$ cat config.mk
export PLATFORM = sky130hd
export DESIGN_NAME = mpq_cell
export DESIGN_NICKNAME = d
export VERILOG_FILES = /design/src/sv/mpq_pkg.sv /design/src/sv/mpq_cell.sv
export SDC_FILE = /design/constraint.sdc
export NUM_CORES = 1
export LEC_CHECK = 0
export BUFFER_PORTS_ARGS = -buffer_cell sky130_fd_sc_hd__buf_2
export CAP_MARGIN = 10
export CORE_ASPECT_RATIO = 1.4
export CORE_MARGIN = 4
export CORE_UTILIZATION = 40
export DETAILED_ROUTE_END_ITERATION = 7
export PLACE_DENSITY = 0.73
export RECOVER_POWER = 25
export SYNTH_ARGS = -nofsm -noshare
export SYNTH_HDL_FRONTEND = slang
export SYNTH_SLANG_ARGS = --single-unit
$ cat constraint.sdc
create_clock -name clock -period 6.7 [get_ports clock]
set_input_delay 0.67 -clock clock [delete_from_list [all_inputs] [get_ports clock]]
set_output_delay 0.67 -clock clock [all_outputs]
set_load 0.1 [all_outputs]
$ cat src/sv/mpq_pkg.sv
`default_nettype none

package mpq_pkg;

   // Width of one stored element
   localparam int DATA_W = 32;

   // Request opcodes
   localparam logic CMD_ENQUEUE = 1'b0;
   localparam logic CMD_DEQUEUE = 1'b1;

   // Response status codes
   localparam logic [1:0] STATUS_OK    = 2'd0;
   localparam logic [1:0] STATUS_FULL  = 2'd1;
   localparam logic [1:0] STATUS_EMPTY = 2'd2;

   // Broadcast from the control side to every cell of the chain
   typedef struct packed {
      logic                     ins;
      logic                     del;
      logic signed [DATA_W-1:0] value;
   } cell_ctrl_type;

endpackage

`default_nettype wire

$ cat src/sv/mpq_cell.sv
`default_nettype none

module mpq_cell (
   input  wire                                   clock,
   input  wire mpq_pkg::cell_ctrl_type           ctrl,
   input  wire                                   occ,
   input  wire                                   prev_ge,
   input  wire signed [mpq_pkg::DATA_W-1:0]      prev_data,
   input  wire signed [mpq_pkg::DATA_W-1:0]      next_data,
   output logic                                  ge,
   output logic signed [mpq_pkg::DATA_W-1:0]     data
);
   import mpq_pkg::*;

   logic signed [DATA_W-1:0] data_ff;
   logic signed [DATA_W-1:0] data_in;

   // Occupied and at least as large as the incoming value: stays ahead of it
   assign ge   = occ && (data_ff >= ctrl.value);
   assign data = data_ff;

   // Insert: keep, take the new value, or take the left neighbor's entry.
   // Delete: take the right neighbor's entry.
   always_comb begin
      data_in = data_ff;
      if (ctrl.ins) begin
         if (ge) begin
            data_in = data_ff;
         end else if (prev_ge) begin
            data_in = ctrl.value;
         end else begin
            data_in = prev_data;
         end
      end else if (ctrl.del) begin
         data_in = next_data;
      end
   end

   always_ff @(posedge clock) begin
      data_ff <= data_in;
   end

endmodule

`default_nettype wire

Word level (Yosys, flattened, before mapping)
Index checks and enable logic that the tools add are counted.
{ "totals": {"out_inout_bits": 33, "inputBits": 101, "ff_bits": 32} }
{ "op_classes": {"magnitude_cmp": 1, "n_reduce_logical": 3, "n_mux": 4, "eq_ne": 1} }
{ "ops": {"columns": ["operator", "count"], "rows": [
  ["32-bit 2-to-1 mux", 4],
  ["32-bit greater-or-equal comparator", 1],
  ["2-bit != test, second input constant", 1],
  ["2-bit AND reduction", 1],
  ["2-bit nonzero test", 1],
  ["1-bit logical AND", 1]
]} }

Depth between registers and ports, before layout
Gate-level depths: netlist (run 1).
{ "depth": {"ltp_word": 4, "ltp_mapped": 8, "mapped_depth_nobuf": 8} }

Least setup slack after synthesis (run 1)
No wires, ideal clock.
{ "synth_path": {"path_type": "register -> output", "start": "register data_ff[14], in the netlist data[14]", "end": "output port ge", "setup_slack_ns": 1.692, "stages_incl_launch_ff": 8, "arrival_ns": 4.338, "path_buffers": 0, "path_cell_list": "edfxtp_1 > ha_1 > and4_4 > a211oi_2 > o21ai_1 > o31ai_1 > nor2_1 > nor3b_1"} }
{ "synth_via": {"elab_chain_cells": 2} }
{ "synth_rtl": {"columns": ["element", "line", "rtl"], "rows": [
  ["start: declaration", "mpq_cell.sv:15", "logic signed [DATA_W-1:0] data_ff;"],
  ["start signal: assignment", "mpq_cell.sv:40", "data_ff <= data_in;"],
  ["32-bit greater-or-equal comparator", "mpq_cell.sv:19", "assign ge = occ && (data_ff >= ctrl.value);"],
  ["1-bit logical AND", "mpq_cell.sv:19", null],
  ["end: declaration", "mpq_cell.sv:10", "output logic ge,"]
]} }
Every way passes these cells.

Final worst setup path (run 1)
{ "layout_path": {"start": "input port ctrl[31] in the netlist's numbering", "end": "output port ge"} }
{ "layout_via": {"elab_chain_cells": 2} }
{ "layout_rtl": {"columns": ["element", "line", "rtl"], "rows": [
  ["start: declaration", "mpq_cell.sv:5", "input wire mpq_pkg::cell_ctrl_type ctrl,"],
  ["32-bit greater-or-equal comparator", "mpq_cell.sv:19", null],
  ["1-bit logical AND", "mpq_cell.sv:19", null]
]} }
Every way passes these cells.

==> summary.md, run 1 <==
| Metric | Value |
|---|---|
| Internal reg-to-reg setup slack | `3.82 ns` |
| GRT overflow | `0` |
| Clk_skew | `0.005870 ns` |
| Max Cap Viol | `0` |
| CTS Buffer Depth | `2` |
| Worst hold-check path type | `in2reg` |
| Critical Path RT | `approximately 6.0 ns` |
| Mapped Avg Cell Area | `9.640 sq um` |
| CP endpoint | `ge` |
| Top Usage Layer GRT | `met2` |
| Final ANT Viol Nets | `0` |
| Initial DRT Pass Iterations | `3` |
| First-pass GRT wire length | `between 9 and 10 mm` |
| Syn Inst Count | `257` |
| Fillers | `about 590` |
| IO Count | `134` |
| Largest cells by area after synthesis | `edfxtp_1 39%, ha_1 16%, mux2i_1 13%, a21oi_1 8.9%, nor2_1 5.0%` |
| Vias | `2310` |
| # Post-CTS Setup Buffers | `0` |
| CP Data Arrival Time | `2.68 ns` |
| Critical path launch point | `ctrl[31]` |
| Initial antenna violation count | `0` |
| Core area | `5946 sq um` |
| Die ar. | `7534 sq um` |
| Pwr Total | `0.0007247 W` |
| Most instantiated cells after synthesis | `44 x a21oi_1, 33 x nor2_1` |
| TritonCTS clock tree | `built` |
| DR iter-0 viols | `60` |
| Vias in the first global route | `2297` |
| Port bufs | `~130` |
| Clock share of power | `19.1%` |
| Switching part of the total | `between 40% and 50%` |
| RSZ-0062 raised after global routing | `no` |
| Status | `finished, final reports clean` |
| Nets@finish | `520` |
| Hold_buf cts | `0` |
| WL final | `6.373 mm` |
| Largest area contributor in the netlist | `edfxtp_1` |
| Seq/Total Area, Yosys | `approximately 39%` |
| Placed cell areas | `3194 sq um` |
| EDFF count, synth | `32` |
| Period utilization | `50.02%` |
| Reg2reg path depth | `7` |
| Most common cell in the netlist | `a21oi_1` |
| Slew HR | `20.55%` |
| Synthesized cell area | `about 2500 sq um` |
| Remaining DRCs | `0` |
| Synth warnings | `0` |
| Clock-pin slew on the worst setup and hold paths | `0.06 ns` |
| Cells along the critical path | `buf_2 > inv_1 > ha_1 > nand4_1 > nor4b_2 > nand2_1 > o31ai_2 > nor3b_2 > nor3b_1 > buf_2` |
| FP Rows | `33` |
| Tot GR Track Use | `16.58%` |
| Ratio of cells with drive above 1 in the final layout | `31.78%` |
| VDD IR max | `0.0001184 V` |
| Switching pwr | `around 0.00032 W` |
| CP max-delay cell | `buf_2` |
| Fin crit period | `3.351 ns` |
| Int Pwr | `approximately 0.0004 W` |
| Die height | `101.1 um` |
| Clock Sinks | `32` |
| Die width | `around 75 um` |
| R2R Path End | `data[11]` |
| Post_cts resized | `0` |
| Met1 Use GR | `16.08%` |
| PD cells | `between 200 and 250 nW/um^2` |
| Post-detail-place hpwl | `around 5.2 mm` |
| Number of buffers created by CTS | `5` |
| Pleak | `1.637 nW` |
| Gpl congestion | `0.7378` |
| Setup-failing EPs final | `0` |
| Area growth syn-to-layout | `30.86%` |
| Largest register FFs | `32` |
| Root Buffer | `clkbuf_8` |
| Setup TNS | `0 ns` |
| Crit path launch type | `primary input` |
| Inserted Diodes | `0` |
| Sequential share of power | `36.1%` |
| CP Capture Type | `primary output` |
| Initial Util | `41.67%` |
| Comb pwr share | `44.8%` |
| FFs w/ async S/R, synth | `0%` |
| Peak fanout along the critical path | `3` |
| Via density | `5.055` |
| Main synth FF type | `edfxtp_1` |
| Worst-Margin Slew | `between 1 and 1.5 ns` |
| Crit path kind | `in2out` |
| Largest net degree at the start of global routing | `67` |
| #FFs+latches synth | `32` |
| Fin. max-slew vios | `0` |
| Crit-path max cell delay | `0.46 ns` |
| Cell mode on critical path | `buf_2` |
| Mapped Nets | `~400` |
| Top cell type's share of synthesized area | `between 30% and 40%` |
| Distinct cells, synth | `33` |
| R2r startpoint | `data[14]` |
| Maximum clock frequency | `298.4 MHz` |
| Worst-skew pair later-pin latency | `0.28 ns` |
| WL/cell | `approximately 14 um` |
| Hold Fails Final Rpt | `0` |
| CTS H-tree depth | `2` |
| M2 GR Usage | `between 30% and 40%` |
| Fin area | `3242 sq um` |
| Met3 Track Usage GR | `3.194%` |
| WHS | `around 0.71 ns` |
==> placed cells by master (no fill, tap or decap), types with 2 or more instances in the layout <==
| cell type | count |
|---|---|
| a211oi_2 | 2 |
| edfxtp_1 | 32 |
| nand4_1 | 4 |
| ha_1 | 32 |
| o21ai_0 | 2 |
| nor2b_1 | 2 |
| o21ai_1 | 2 |
| a21oi_1 | 44 |
| nand2_1 | 8 |
| mux2i_1 | 32 |
| clkbuf_8 | 5 |
| nand3_1 | 2 |
| buf_2 | 109 |
| inv_1 | 32 |
| nor2_1 | 33 |
| a21o_1 | 2 |
| clkbuf_1 | 25 |
| and4_1 | 2 |
==> power by group through the flow <==
stage | registers (W) | clock network, W | logic (W)
global placement | 0.000264 | 0 | 0.000327
global route | 0.000264 | 0.000151 | 0.000348
detailed placement | 0.000266 | 0 | 0.000332
CTS | 0.000262 | 0.000146 | 0.000333
finish | 0.000262 | 0.000138 | 0.000325
floorplan | 0.000417 | 0 | 0.000100
==> worst min-delay path by stage <==
stage,from,end,slack [ns],cells past startpoint
global route,next_data[15],data[15],0.71,3
CTS,next_data[11],data[11],0.70,3
global placement,next_data[9],data[9],0.99,3
detailed placement,next_data[11],data[11],1.0,3
finish,next_data[7],data[7],0.71,3
floorplan,next_data[30],data[30],0.90,2
==> cell type report <==
cell class	instances	area (sq um)	area share, %
clock inverter	1	5.005	0.1544
timing repair buffer	134	643.1	19.84
inverter	32	120.1	3.705
clock buffer	6	72.57	2.239
sequential	32	960.9	29.64
multi-input combinational	182	1353	41.72
tap	70	87.58	2.702
==> layer usage <==
layer | vias up | routed length, um
met1 | 1048 | 2308
li1 | 1177 | -
met4 | 0 | 110
met3 | 8 | 468
met2 | 77 | 3486
met5 | - | 0
==> worst max-delay path, delay by kind of cell <==
family	cells	cell delay (ns)
buffers and inverters	3	0.59
and+or+nand+nor	5	0.89
adders and majority gates	1	0.31
AOI/OAI and AO/OA	1	0.21
==> stage by stage <==
stage	setup WS, ns	cells	utilization (%)
2_1_floorplan	1.692	257	-
3_3_place_gp	3.356	450	53.72
3_5_place_dp	3.328	450	53.72
4_1_cts	3.313	457	55.03
5_1_grt	3.164	457	54.52
6_report	3.349	457	54.52
==> kinds of logic after synthesis <==
logic type,synth area share [%]
and+or+nand+nor,11.67
AOI/OAI and AO/OA,13.79
DFF,38.79
buffers and inverters,6.667
muxes,12.93
adders and majority gates,16.16
Note: power is estimated with default switching activity, not from simulation.
==> run 2: changes to the inputs <==
--- a/config.mk
+++ b/config.mk
@@ -5,13 +5,14 @@
 export SDC_FILE = /design/constraint.sdc
 export NUM_CORES = 1
 export LEC_CHECK = 0
+export ABC_AREA = 1
 export BUFFER_PORTS_ARGS = -buffer_cell sky130_fd_sc_hd__buf_2
 export CAP_MARGIN = 10
 export CORE_ASPECT_RATIO = 1.4
 export CORE_MARGIN = 4
 export CORE_UTILIZATION = 40
 export DETAILED_ROUTE_END_ITERATION = 7
-export PLACE_DENSITY = 0.73
+export PLACE_DENSITY = 0.76
 export RECOVER_POWER = 25
 export SYNTH_ARGS = -nofsm -noshare
 export SYNTH_HDL_FRONTEND = slang
==> constraint.sdc (replaced) <==
create_clock -name clock -period 2.8 [get_ports clock]
set_input_delay 0.28 -clock clock [delete_from_list [all_inputs] [get_ports clock]]
set_output_delay 0.28 -clock clock [all_outputs]
set_load 0.1 [all_outputs]
==> summary.md, run 2 <==
| Metric | Value |
|---|---|
| Slew HR | `19.01% (-1.5 points)` |
| Port bufs | `133 (unchanged)` |
| Placed cell areas | `3218 sq um (+0.74%)` |
| Fin crit period | `2.591 ns` |
| Die width | `74.61 um (+0.13%)` |
| Mapped Nets | `452 (+16%)` |
| Crit path launch type | `flip-flop` |
| Gpl congestion | `0.7670 (+4.0%)` |
| Mapped Avg Cell Area | `7.790 sq um (-19%)` |
| Number of buffers created by CTS | `5 (unchanged)` |
| Place WS | `0.3010 ns (-3.027 ns)` |
| Switching pwr | `0.0008263 W (+150%)` |
| Seq/Total Area, Yosys | `38.67% (-0.12 points)` |
| Area growth syn-to-layout | `31.62%` |
| Clock share of power | `18.4% (-0.7 points)` |
| Die ar. | `7555 sq um (+0.27%)` |
| Nets@finish | `582 (+12%)` |
| WL final | `7.162 mm (+12%)` |
| Final ANT Viol Nets | `0 (unchanged)` |
| CP Data Arrival Time | `2.31 ns (-0.37 ns)` |
| First-pass GRT wire length | `10.83 mm (+12%)` |
| TritonCTS clock tree | `built` |
| Remaining DRCs | `0 (unchanged)` |
| Peak fanout along the critical path | `4 (+1)` |
| Core area | `5946 sq um (unchanged)` |
| Crit path kind | `reg2out` |
| FP Rows | `33 (unchanged)` |
| PD cells | `543.9 nW/um^2 (+140%)` |
| Most common cell in the netlist | `nand2_1` |
| Vias | `2603 (+13%)` |
| Sequential share of power | `35.7% (-0.4 points)` |
| Syn Inst Count | `319 (+24%)` |
| Post-detail-place hpwl | `5.665 mm (+9.9%)` |
| Via density | `5.006 (-0.97%)` |
| Period utilization | `92.54%` |
| VDD IR max | `0.0002616 V (+120%)` |
| Root Buffer | `clkbuf_8` |
| WL/cell | `13.77 um (-1.2%)` |
| GRT overflow | `0 (unchanged)` |
| Max Cap Viol | `0 (unchanged)` |
| Comb pwr share | `45.9% (+1.1 points)` |
| Tot GR Track Use | `18.68% (+2.1 points)` |
| Initial Util | `41.79% (+0.13 points)` |
| Setup TNS | `0 ns (unchanged)` |
| Most common cell after layout, fill and taps aside | `buf_2` |
| Post_cts resized | `0 (unchanged)` |
| Worst setup slack after layout | `0.2088 ns (-3.140 ns)` |
| EDFF count, synth | `32 (unchanged)` |
| Ratio of cells with drive above 1 in the final layout | `28.29% (-3.5 points)` |
| Finished Layout Cells | `520 (+14%)` |
| Fin area | `3271 sq um (+0.89%)` |
| Largest area contributor in the netlist | `edfxtp_1` |
| Worst hold-check path type | `in2reg` |
| Clock-pin slew on the worst setup and hold paths | `0.06 ns (about the same)` |
| Vias in the first global route | `2511 (+9.3%)` |
| Maximum clock frequency | `385.9 MHz` |
| CP Capture Type | `primary output` |
| CTS Buffer Depth | `2 (unchanged)` |
| Pleak | `1.671 nW (+2.1%)` |
| Distinct cells, synth | `21 (-36%)` |
| Largest net degree at the start of global routing | `35 (-48%)` |
| Hold_buf cts | `0 (unchanged)` |
| Critical Path RT | `2.52 ns (-3.51 ns)` |
| Synthesized cell area | `2485 sq um (+0.30%)` |
| Worst-Margin Slew | `1.220 ns (+0.02314 ns)` |
| Largest register FFs | `32 (unchanged)` |
| # Post-CTS Setup Buffers | `0 (unchanged)` |
| CTS H-tree depth | `2 (unchanged)` |
| Top cell type's share of synthesized area | `38.67% (-0.12 points)` |
| FFs w/ async S/R, synth | `0% (unchanged)` |
| Die height | `101.3 um (+0.14%)` |
| Most instantiated cells after synthesis | `66 x nand2_1, 53 x o21ai_0, 42 x inv_1` |
| Largest cells by area after synthesis | `edfxtp_1 39%, ha_1 16%, o21ai_0 11%, nand2_1 10%, inv_1 6.3%` |
| Initial antenna violation count | `1 (+1)` |
| Fin. max-slew vios | `0 (unchanged)` |
| Status | `finished, final reports clean` |
| Worst-skew pair later-pin latency | `0.27 ns (about the same)` |
| DR iter-0 viols | `113 (+88%)` |
| Pwr Total | `0.001779 W (+150%)` |
| Clock Sinks | `32 (unchanged)` |
| DP Cell Count | `512 (+14%)` |
| Setup-failing EPs final | `0 (unchanged)` |
| Main synth FF type | `edfxtp_1` |
| Switching part of the total | `46.45% (+1.6 points)` |
| Most frequent cells in the layout | `108 x buf_2, 65 x nand2_1, 53 x o21ai_0` |
| Int Pwr | `0.0009526 W (+140%)` |
| Clk_skew | `0.004081 ns (-0.001789 ns)` |
| #FFs+latches synth | `32 (unchanged)` |
| Synth warnings | `0 (unchanged)` |
| Hold Fails Final Rpt | `0 (unchanged)` |
| Initial DRT Pass Iterations | `4 (+1)` |
| IO Count | `134 (unchanged)` |
| RSZ-0062 raised after global routing | `no` |
[run 2: changes by cell type in the layout (fill, tap and decap cells not counted), sizes merged, moves of 2 or more]
cell,delta
o31ai,-2
nand2,+60
nor2,+7
nor3b,-2
mux2i,-32
a211oi,-3
inv,+9
nor2b,-2
a21oi,-30
and4,-3
o21ai,+63
[run 2: cell type report]
cell class	instances	area [sq um]
multi-input cells	233	1328
flip-flops and latches	32	960.9
clock inverters	1	5.005
diodes	1	2.502
fillers	587	2675
well taps	70	87.58
clock buffers	6	72.57
inverters	42	161.4
repair buffers	135	653.1
[run 2: metrics by stage]
stage / hold WS [ns] / util, %
6_report: 0.2799 / 55.01
5_1_grt: 0.2811 / 55.01
3_5_place_dp: 0.5628 / 54.12
2_1_floorplan: 0.4712 / -
4_1_cts: 0.2714 / 55.43
3_3_place_gp: 0.5603 / 54.12
[run 2: kinds of logic (layout without fill, tap and decap cells)]
| logic type | Yosys count | in the layout | synth area share [%] |
|---|---|---|---|
| buffers and inverters | 54 | 184 | 8.207 |
| flip-flops | 32 | 32 | 38.67 |
| other | 0 | 1 | 0 |
| AND/OR/NAND/NOR | 116 | 116 | 19.13 |
| adder cells (fa/ha/maj) | 32 | 32 | 16.11 |
| AO/OA/AOI/OAI | 85 | 85 | 17.88 |
[run 2: per-layer routing]
| layer | up-vias | global-route usage [%] | part of all wire [%] |
|---|---|---|---|
| met1 | 1167 | 20.92 | 39 |
| met3 | 12 | 1.986 | 6.1 |
| met4 | 0 | 7.808 | 2.3 |
| met5 | - | 0 | 0 |
| li1 | 1327 | - | - |
| met2 | 97 | 34.80 | 53 |
[run 2: worst paths after layout]
| kind | start | cells after the start | endpoint | slack (ns) |
|---|---|---|---|---|
| hold reg to reg | data[31] | 6 | data[25] | 1.38 |
| hold / removal | next_data[8] | 3 | data[8] | 0.28 |
| setup / recovery | data[31] | 12 | ge | 0.21 |
| setup reg to reg | data[31] | 11 | data[10] | 0.33 |
[run 2: power groups by stage]
stage	logic (W)	clock network [W]	registers [W]
after floorplan	0.000251	0	0.00102
after global placement	0.000820	0	0.000640
after detailed placement	0.000833	0	0.000644
after CTS	0.000835	0.000340	0.000634
after global routing	0.000882	0.000358	0.000642
final	0.000817	0.000327	0.000636
[run 2: worst max-delay path, cell delays in order, from the launching register on]
cell        delay, ns
edfxtp_1         0.40
ha_1             0.35
nand2_1          0.09
nor2_2           0.14
nand2_2          0.09
nor4_4           0.19
nand2_1          0.11
nand2_1          0.07
nand2_1          0.05
nand3_1          0.06
nand2_1          0.09
clkinvlp_4       0.07
clkbuf_4         0.32
==> run 3: changes to the inputs <==
--- a/config.mk
+++ b/config.mk
@@ -8,7 +8,6 @@
 export ABC_AREA = 1
 export BUFFER_PORTS_ARGS = -buffer_cell sky130_fd_sc_hd__buf_2
 export CAP_MARGIN = 10
-export CORE_ASPECT_RATIO = 1.4
 export CORE_MARGIN = 4
 export CORE_UTILIZATION = 40
 export DETAILED_ROUTE_END_ITERATION = 7
==> summary.md, run 3 (same netlist as run 2, synthesis figures left out) <==
| Metric | Value |
|---|---|
| Clock-pin slew on the worst setup and hold paths | `0.07 ns (about the same)` |
| Met1 Use GR | `22.92% (+2.0 points)` |
| Die ar. | `7537 sq um (-0.24%)` |
| CP top delay family | `simple AND/OR/NAND/NOR gates` |
| WL final | `7.322 mm (+2.2%)` |
| Die width | `86.82 um (+16%)` |
| Via density | `4.987 (-0.38%)` |
| WL/cell | `13.95 um (+1.3%)` |
| Vias in the first global route | `2560 (+2.0%)` |
| Peak fanout along the critical path | `4 (unchanged)` |
| IO Count | `134 (unchanged)` |
| Ratio of cells with drive above 1 in the final layout | `28.44% (+0.16 points)` |
| Crit path kind | `reg2out` |
| Largest register FFs | `32 (unchanged)` |
| Multi-input combinational cell area | `1328 sq um (unchanged)` |
| Die height | `86.82 um (-14%)` |
| Initial DRT Pass Iterations | `4 (unchanged)` |
| Status | `finished, final reports clean` |
| Vias | `2618 (+0.58%)` |
| First-pass GRT wire length | `11.31 mm (+4.4%)` |
| GRT overflow | `0 (unchanged)` |
| Hold Fails Final Rpt | `0 (unchanged)` |
| Most common cell after layout, fill and taps aside | `buf_2` |
| Met3 Track Usage GR | `4.087% (+2.1 points)` |
| CP Data Arrival Time | `2.34 ns (+0.03 ns)` |
| TritonCTS clock tree | `built` |
| Area growth syn-to-layout | `32.07%` |
| CP max-delay cell | `edfxtp_1` |
| Cell mode on critical path | `nand2_1` |
| Fin. max-slew vios | `0 (unchanged)` |
| Pleak | `1.676 nW (+0.31%)` |
| # Post-CTS Setup Buffers | `0 (unchanged)` |
| Worst hold-check path type | `in2reg` |
| Fin crit period | `2.622 ns (+0.03058 ns)` |
| Largest net degree at the start of global routing | `34 (-2.9%)` |
| Initial Util | `41.48% (-0.31 points)` |
| Fin util | `54.78% (-0.23 points)` |
| Setup TNS | `0 ns (unchanged)` |
| RSZ-0062 raised after global routing | `no` |
| Critical Path RT | `2.52 ns (about the same)` |
| Setup-failing EPs final | `0 (unchanged)` |
| Fillers | `570 (-2.9%)` |
| CTS H-tree depth | `2 (unchanged)` |
| Worst-skew pair later-pin latency | `0.28 ns (about the same)` |
| Tot GR Track Use | `19.09% (+0.41 points)` |
| Core area | `5991 sq um (+0.76%)` |
| Switching pwr | `0.0008349 W (+1.0%)` |
| Port bufs | `133 (unchanged)` |
| Max Cap Viol | `0 (unchanged)` |
| FP Rows | `28 (-15%)` |
| Most frequent cells in the layout | `108 x buf_2, 65 x nand2_1, 53 x o21ai_0` |
| Clock Sinks | `32 (unchanged)` |
| Slew HR | `20.71% (+1.7 points)` |
| Gpl congestion | `0.8254 (+7.6%)` |
| Root Buffer | `clkbuf_8` |
| Remaining DRCs | `0 (unchanged)` |
| WP buf/inv | `2 (unchanged)` |
| Sequential share of power | `35.4% (-0.3 points)` |
| CP Capture Type | `primary output` |
| Nets@finish | `583 (+0.17%)` |
| Crit path launch type | `flip-flop` |
| Pwr Total | `0.001789 W (+0.54%)` |
| Post-detail-place hpwl | `5.745 mm (+1.4%)` |
| PD cells | `545.0 nW/um^2 (+0.20%)` |
| DR iter-0 viols | `120 (+6.2%)` |
| Number of buffers created by CTS | `5 (unchanged)` |
| Worst-Margin Slew | `1.194 ns (-0.02559 ns)` |
| Int Pwr | `0.0009536 W (+0.11%)` |
| VDD IR max | `0.0002478 V (-5.3%)` |
| Clock share of power | `18.6% (+0.2 points)` |
| WHS | `0.2791 ns (-0.0008310 ns)` |
| Inserted Diodes | `0 (-1)` |
| Final ANT Viol Nets | `0 (unchanged)` |
| Maximum clock frequency | `381.4 MHz (-1.2%)` |
| CTS Buffer Depth | `2 (unchanged)` |
| Period utilization | `93.63% (+1.1 points)` |
| Initial antenna violation count | `0 (-1)` |
| Clk_skew | `0.008728 ns (+0.004647 ns)` |
| Top Usage Layer GRT | `met2` |
| Cells along the critical path | `ha_1 > nand2_1 > nor2_2 > nand2_2 > nor4_4 > nand2_1 > nand2_1 > nand2_1 > nand3_1 > nand2_1 > clkinvlp_4 > buf_4` |
| Switching part of the total | `46.68% (+0.23 points)` |
| M2 GR Usage | `33.82% (-0.98 points)` |
| Crit-path max cell delay | `0.40 ns (about the same)` |
| Sequential Area | `960.9 sq um (unchanged)` |
| Comb pwr share | `46.0% (about the same)` |
[run 3: changes by cell type in the layout (fill, tap and decap cells not counted)]
cell	change
buf_4	+2
clkbuf_4	-1
diode_2	-1
[run 3: through the flow]
stage          setup slack [ns]  instances  area (sq um)
2_1_floorplan           0.04156        319          2496
3_3_place_gp             0.2841        518          3232
3_5_place_dp             0.2786        518          3232
4_1_cts                 0.06206        525          3309
5_1_grt                 0.01632        525          3282
6_report                 0.1782        525          3282
[run 3: area by class of cell]
class	count	area share, %
Timing Repair Buffer	136	20.13
Clock inverter	1	0.1525
Multi-Input combinational cell	233	40.45
Sequential cell	32	29.28
Inverter	42	4.918
Tap cell	75	2.859
Clock buffer	6	2.211
[run 3: path summary, 6_finish.rpt]
path	startpoint	depth (start not counted)	slack [ns]	endpoint
setup / recovery	data[31]	12	0.18	ge
hold / removal	next_data[13]	3	0.28	data[13]
setup reg to reg	data[31]	11	0.28	data[25]
hold reg to reg	data[31]	6	1.45	data[30]
[run 3: layer usage]
metal / share of wire, % / up-vias
met2: 50 / 118
li1: - / 1327
met1: 41 / 1168
met3: 8.4 / 5
met5: 0 / -
met4: 0.83 / 0
[run 3: power by group through the flow]
stage	Clock [W]	Combinational [W]	Sequential (W)
floorplan	0	0.000251	0.00102
global placement	0	0.000822	0.000639
finish	0.000333	0.000823	0.000632
global route	0.000366	0.000886	0.000639
CTS	0.000343	0.000838	0.000631
detailed placement	0	0.000836	0.000641
[run 3: repair_timing]
action | CTS | global route
resized for setup | 0 | 2
hold buffers | 0 | 0
endpoints found under the setup margin | 0 | 1
[run 3: worst min-delay path, cell delays in order]
cell	delay [ns]
buf_2	0.07
nand2_1	0.04
o21ai_1	0.05
